==> src/hdl/prc_pkg.sv <==
// ----------------------------------------------------------------------------
// prc_pkg
// Shared types, constants and functions for the read-back pattern checker:
// run length, CRC-32 parameters, register indexes, status codes.
// ----------------------------------------------------------------------------
`default_nettype none

package prc_pkg;

    // expected run length and the width of the byte counter, which saturates one above it
    localparam int unsigned TOTAL_BYTES = 4096;
    localparam int unsigned COUNT_W     = $clog2(TOTAL_BYTES + 2);

    localparam logic [COUNT_W-1:0] COUNT_TOTAL = COUNT_W'(TOTAL_BYTES);

    // CRC-32, reflected form
    localparam logic [31:0] CRC_POLY = 32'hEDB8_8320;
    localparam logic [31:0] CRC_INIT = 32'hFFFF_FFFF;

    // configuration register reset values
    localparam logic [7:0] MULT_RESET = 8'd37;
    localparam logic [7:0] ADD_RESET  = 8'd91;

    // configuration port widths
    localparam int unsigned CFG_INDEX_W = 8;
    localparam int unsigned CFG_DATA_W  = 8;

    // register indexes
    localparam logic [CFG_INDEX_W-1:0] REG_PATTERN_MULT = CFG_INDEX_W'(0);
    localparam logic [CFG_INDEX_W-1:0] REG_PATTERN_ADD  = CFG_INDEX_W'(1);

    // result status codes
    typedef enum logic [1:0] {
        STATUS_PASS     = 2'd0,
        STATUS_LENGTH   = 2'd1,
        STATUS_MISMATCH = 2'd2
    } status_t;

    // output stream payload: status then crc, padded to whole bytes
    localparam int unsigned OUT_TDATA_W = 40;

    // pattern configuration as seen by the checker
    typedef struct packed {
        logic [7:0] mult;
        logic [7:0] add;
    } pattern_cfg_t;

    // absorb one byte, least significant bit first
    function automatic logic [31:0] crc_byte(input logic [31:0] crc_in,
                                             input logic [7:0]  data_in);
        logic [31:0] crc;
        crc = crc_in ^ {24'd0, data_in};
        for (int k = 0; k < 8; k++)
        begin
            crc = (crc >> 1) ^ (crc[0] ? CRC_POLY : 32'd0);
        end
        return crc;
    endfunction

endpackage : prc_pkg

`default_nettype wire

==> src/hdl/prc_run_check.sv <==
// ----------------------------------------------------------------------------
// prc_run_check
// Run state (byte count, CRC, mismatch flag) and the result register.
// Compares the registered byte with the pattern, advances the CRC and
// loads a result on the last byte of a run.
// ----------------------------------------------------------------------------
`default_nettype none

module prc_run_check
(
    input  wire                          clk,
    input  wire                          rst_n,
    input  prc_pkg::pattern_cfg_t        pattern_cfg,
    input  wire                          item_valid,
    input  wire  [7:0]                   item_data,
    input  wire                          item_last,
    output logic                         item_take,
    output logic                         res_valid,
    input  wire                          res_ready,
    output prc_pkg::status_t             res_status,
    output logic [31:0]                  res_crc
);
    import prc_pkg::*;

    logic [COUNT_W-1:0] count_reg, count_next;
    logic [31:0]        crc_reg,   crc_next;
    logic               mism_reg,  mism_next;

    logic               out_valid_reg, out_valid_next;
    status_t            status_reg,    status_next;
    logic [31:0]        crc_out_reg,   crc_out_next;

    logic [15:0]        product;
    logic [7:0]         expect_byte;
    logic               byte_match;
    logic [COUNT_W-1:0] count_inc;
    logic               mism_upd;
    logic [31:0]        crc_upd;
    logic               slot_free;

    // expected pattern byte at the current offset
    assign product     = count_reg[7:0] * pattern_cfg.mult;
    assign expect_byte = product[7:0] + pattern_cfg.add;
    assign byte_match  = (item_data == expect_byte);

    // advance run state for this byte
    assign count_inc = (count_reg <= COUNT_TOTAL) ? count_reg + COUNT_W'(1) : count_reg;
    assign mism_upd  = mism_reg | ~byte_match;
    assign crc_upd   = mism_upd ? crc_reg : crc_byte(crc_reg, item_data);

    // take a byte unless it ends a run and the result slot is still full
    assign slot_free = ~out_valid_reg | res_ready;
    assign item_take = item_valid & (~item_last | slot_free);

    always_comb
    begin
        count_next     = count_reg;
        crc_next       = crc_reg;
        mism_next      = mism_reg;
        out_valid_next = out_valid_reg & ~res_ready;
        status_next    = status_reg;
        crc_out_next   = crc_out_reg;
        if (item_take)
        begin
            if (item_last)
            begin
                // load the result and clear the run
                out_valid_next = 1'b1;
                if (count_inc != COUNT_TOTAL)
                    status_next = STATUS_LENGTH;
                else if (mism_upd)
                    status_next = STATUS_MISMATCH;
                else
                    status_next = STATUS_PASS;
                crc_out_next = ~crc_upd;
                count_next   = '0;
                crc_next     = CRC_INIT;
                mism_next    = 1'b0;
            end
            else
            begin
                count_next = count_inc;
                crc_next   = crc_upd;
                mism_next  = mism_upd;
            end
        end
    end

    always_ff @(posedge clk or negedge rst_n)
    begin
        if (!rst_n)
        begin
            count_reg     <= '0;
            crc_reg       <= CRC_INIT;
            mism_reg      <= 1'b0;
            out_valid_reg <= 1'b0;
        end
        else
        begin
            count_reg     <= count_next;
            crc_reg       <= crc_next;
            mism_reg      <= mism_next;
            out_valid_reg <= out_valid_next;
        end
    end

    // result payload
    always_ff @(posedge clk)
    begin
        status_reg  <= status_next;
        crc_out_reg <= crc_out_next;
    end

    assign res_valid  = out_valid_reg;
    assign res_status = status_reg;
    assign res_crc    = crc_out_reg;

    // the counter never passes one above the run length
    a_count_sat: assert property (@(posedge clk) disable iff (!rst_n)
        count_reg <= COUNT_TOTAL + COUNT_W'(1))
        else $error("byte count beyond saturation");

    // a run end always leaves a result and a cleared run
    a_run_end: assert property (@(posedge clk) disable iff (!rst_n)
        item_take && item_last |=> out_valid_reg && count_reg == '0
            && crc_reg == CRC_INIT && !mism_reg)
        else $error("run end did not load result or clear state");

    // a pending result is never overwritten
    a_no_overwrite: assert property (@(posedge clk) disable iff (!rst_n)
        out_valid_reg && !res_ready |-> !(item_take && item_last))
        else $error("pending result overwritten");

    // once a mismatch is seen the CRC stays frozen until the run ends
    a_crc_frozen: assert property (@(posedge clk) disable iff (!rst_n)
        mism_reg && !(item_take && item_last) |=> $stable(crc_reg))
        else $error("CRC moved after mismatch");

endmodule : prc_run_check

`default_nettype wire

==> config.mk <==
export PLATFORM = sky130hd
export DESIGN_NAME = prc_run_check
export DESIGN_NICKNAME = d
export VERILOG_FILES = /design/src/hdl/prc_pkg.sv /design/src/hdl/prc_run_check.sv
export SDC_FILE = /design/constraint.sdc
export NUM_CORES = 1
export LEC_CHECK = 0
export ABC_AREA = 0
export ABC_CLOCK_PERIOD_IN_PS = 6100
export BUFFER_PORTS_ARGS = -buffer_cell sky130_fd_sc_hd__buf_2
export CORE_ASPECT_RATIO = 0.5
export CORE_MARGIN = 4
export CORE_UTILIZATION = 60
export CTS_CLUSTER_SIZE = 8
export DETAILED_ROUTE_END_ITERATION = 8
export PLACE_DENSITY = 0.88
export SLEW_MARGIN = 20
export SYNTH_ARGS = -nofsm -noshare
export SYNTH_HDL_FRONTEND = slang
export SYNTH_SLANG_ARGS = --single-unit
==> constraint.sdc <==
create_clock -name clk -period 6.1 [get_ports clk]
set_clock_uncertainty 0.2 [all_clocks]
set_input_delay 0 -clock clk [delete_from_list [all_inputs] [get_ports clk]]
set_output_delay 0 -clock clk [all_outputs]
set_load 0.05 [all_outputs]
==> reports/results.txt <==
Summed over all layers, the global routing overflow is 0. For the die area, the log shows 11400 um^2. The per-instance average area after synthesis works out to 10.2 um^2. The switching share of power is 0.435, and the number of post-CTS setup repair buffers is 0. After the first detailed-routing iteration, the DRC count stood at 512. Clock-pin slew was measured on the worst setup and hold paths at 60 ps. Overall fraction of global-route tracks in use: 0.257. The slew at the pin with the worst max-slew slack is 1080 ps, and the required time at the worst-slack endpoint is 5970 ps. The routed layout has 4643 vias. The share of the clock period used by the worst path is 0.899. For the number of search-and-repair iterations in the first detailed-routing pass, the log shows 6.

The congestion estimate from routability-driven global placement came to 0.870. Summed over all nets, the switching power comes to 0.00127 W. Setup repair after global routing left no endpoint under its margin. The floorplan step defined a core boundary enclosing 9450 um^2.

The number of endpoints with negative hold slack in the final report is 0, and the die outline width is 147 um. Clock latency on the worst-skew pair, taken at its later pin, is 340 ps. The portion of total power attributed to sequential cells was 0.303; the number of synthesized flops with an enable pin was 34.

During placement, the flow inserted port buffers numbering 64. Entering global routing, the biggest net connects 48 pins. For this run, design rule violations remaining after detail routing come to 0. For the effective utilization at floorplan, the log shows 0.616.

The run finished with clean final reports. The tools report the power share of the clock group as 0.171. CTS saw 81 sinks. Timing would allow up to 182 MHz. The logs give 3310 um^2 for the total area of multi-input combinational cells and 0.00164 W for the design internal power. Summed over all failing endpoints, the final setup total negative slack is 0 ps.

Number of antenna violations at the first check in global routing: 0. The worst setup path is launched from a flop. The worst stage delay on the critical path came out at 550 ps.

Detailed placement finished with a half-perimeter wire length of 9.69 mm. The power density of the placed cells works out to 442 nW/um^2. The number of filler cells placed in the layout is 697. The area growth from synthesis to layout is 13.3%. The max-capacitance violation count was 0.

The path class of the lowest-slack min-delay path was input pin to async pin. Synthesis handed over a netlist of 572 instances. Walking the worst path, the cells encountered are and2_1 -> fa_1 -> inv_1 -> fa_1 -> inv_1 -> ha_1 -> inv_1 -> fa_1 -> inv_1 -> fa_1 -> xor2_1 -> nor4_1 -> nand2_1 -> or4_1 -> nor2_4 -> buf_4 -> mux2i_1.

For the number of nets in the finished design, the log shows 695. The run gives 0.385 as the sequential cell area fraction in the yosys report. The logs give 638 for the post-synth net total and 0 for the remaining antenna violation count. The depth of the critical timing path with buffers and inverters included works out to 17. Flip-flop cell with the highest count after synthesis: edfxtp_1. The synthesized area came out at 5820 um^2. The cell row count was 25. The relative slew slack is 0.278. The die span in y is 77.6 um. The tools report the clock tree root driver cell as clkbuf_16. Leaving out fill and tap cells, the most frequent cells in the layout are 64 x xnor2_1, 64 x buf_2, 44 x nor2_1. In this run, distinct cell masters in the synthesized netlist total 46. In this run, synthesis produced a sequential element count of 81. The number of cells traversed by the worst register-to-register path came out at 17. The static leakage is 2.57 nW. Once layout is complete, the cells apart from fillers number 768.

The average wire length per cell after detail routing works out to 18.2 um. For the worst setup path, the data arrival time is 5350 ps. The post-detailed-route via-to-cell ratio works out to 6.05. TritonCTS created 9 clock buffers. The worst setup path is captured at a flop. The logs give 749 for the number of placed instances with taps included and 0 for the final antenna diode count. For this design, the slowest cell found on the critical path is dfrtp_1. IR analysis of the VDD net gives a maximum drop of 237 uV. The number of hold buffers added after CTS was 4. The run gives 14.0 mm as the detailed-route wire length.

Fraction of final layout cells sized beyond drive strength 1: 0.201. TritonCTS built the clock tree. The share of async-settable or async-resettable flops after synthesis was 0.580; the total number of H-tree levels was 3. The power consumption was 0.00291 W.

The logs give 0 for the number of max-slew violations in the final report and 0 for the quantity of gates resized following cts. The maximum fanout along the worst path is 34, and the global-route wire length before repair is 23.6 mm. After layout, the minimum clock period comes to 5490 ps.

The kind of cell with the highest combined delay along the critical path is adder cells. Number of I/O pins: 65. Setup violations remaining at the end of the flow were counted as 0. Registers take 2240 um^2.

The Yosys step of the flow raised 0 warnings. The run gives 4755 as the via count of the first global-routing pass. In this run the deepest clock path goes through 2 buffers. The combinational fraction of design power is 0.526, and the sum of buffers and inverters on the critical path is 5. Type of the worst setup path: flop to flop.
-- per-layer routing --
metal | routed length, um | global-route usage | part of all wire
met4 | 315 | 0.0855 | 0.023
met3 | 1130 | 0.0648 | 0.081
met2 | 6830 | 0.428 | 0.49
met1 | 5680 | 0.332 | 0.41
met5 | 0 | 0 | 0
-- power groups by stage --
stage	registers [W]	logic, W	clock network [W]
3_3_place_gp	0.000875	0.00145	0
6_report	0.000882	0.00153	0.000499
3_5_place_dp	0.000883	0.00149	0
5_1_grt	0.000897	0.00165	0.000533
4_1_cts	0.000877	0.00152	0.000503
2_1_floorplan	0.000945	0.00106	0
-- cell families (layout without fill, tap and decap cells) --
logic type               Yosys count  count (layout)  synth area share
XOR/XNOR                          95              95             0.158
flip-flops                        81              81             0.385
buffers and inverters             73             134            0.0486
AO/OA/AOI/OAI                     88              88             0.106
multiplexers                      31              31            0.0534
AND/OR/NAND/NOR                  167             167             0.147
adder cells (fa/ha/maj)           37              37             0.103
-- tightest hold or removal path: cells and delay by family --
| family | cells | cell delay [ps] |
|---|---|---|
| buffers and inverters | 3 | 1100 |
-- path summary, 6_finish.rpt --
kind / to / slack, ps / start
setup / recovery: res_crc[24] / 610 / count_reg[3]
max in group asynchronous: count_reg[12] / 5180 / rst_n
hold / removal: count_reg[6] / 110 / rst_n
hold reg to reg: crc_reg[3] / 330 / crc_reg[3]
setup reg to reg: res_crc[24] / 610 / count_reg[3]
min in group clk: crc_reg[0] / 120 / item_last
-- cell usage after synthesis, drive strengths merged, types with 4 or more instances --
library cell / count / area, um^2
xnor2: 66 / 593
nor2: 45 / 171
inv: 39 / 146
nand2: 35 / 131
edfxtp: 34 / 1020
dfstp: 32 / 841
mux2i: 31 / 310
clkbuf: 29 / 109
a211oi: 28 / 210
o21ai: 26 / 130
xor2: 24 / 210
ha: 19 / 238
fa: 18 / 360
and2: 17 / 106
dfrtp: 15 / 375
nand2b: 14 / 87.6
nor4: 14 / 87.6
o311a: 13 / 130
or4: 12 / 90.1
nand3: 8 / 40.0
a21oi: 7 / 35.0
nor3: 7 / 35.0
and3: 5 / 31.3
buf: 5 / 27.5
nand4: 4 / 25.0
xnor3: 4 / 90.1
-- area by class of cell --
cell class,count,share of cell area
multi-input combinational,418,0.502
sequential,81,0.340
timing repair buffer,80,0.0695
clock buffer,11,0.0368
tap,135,0.0256
inverter,39,0.0222
clock inverter,4,0.00437
-- metrics by stage --
stage / setup WS [ps] / util / instance area, um^2 / hold WS (ps)
after CTS: 641 / 0.697 / 6590 / 102
after global placement: 826 / 0.663 / 6260 / -53.6
after detailed placement: 675 / 0.665 / 6280 / -57.1
after global routing: 369 / 0.697 / 6590 / 176
final: 614 / 0.697 / 6590 / 114
after floorplan: 863 / - / 5820 / -496
Power figures use the tool's default switching activity.
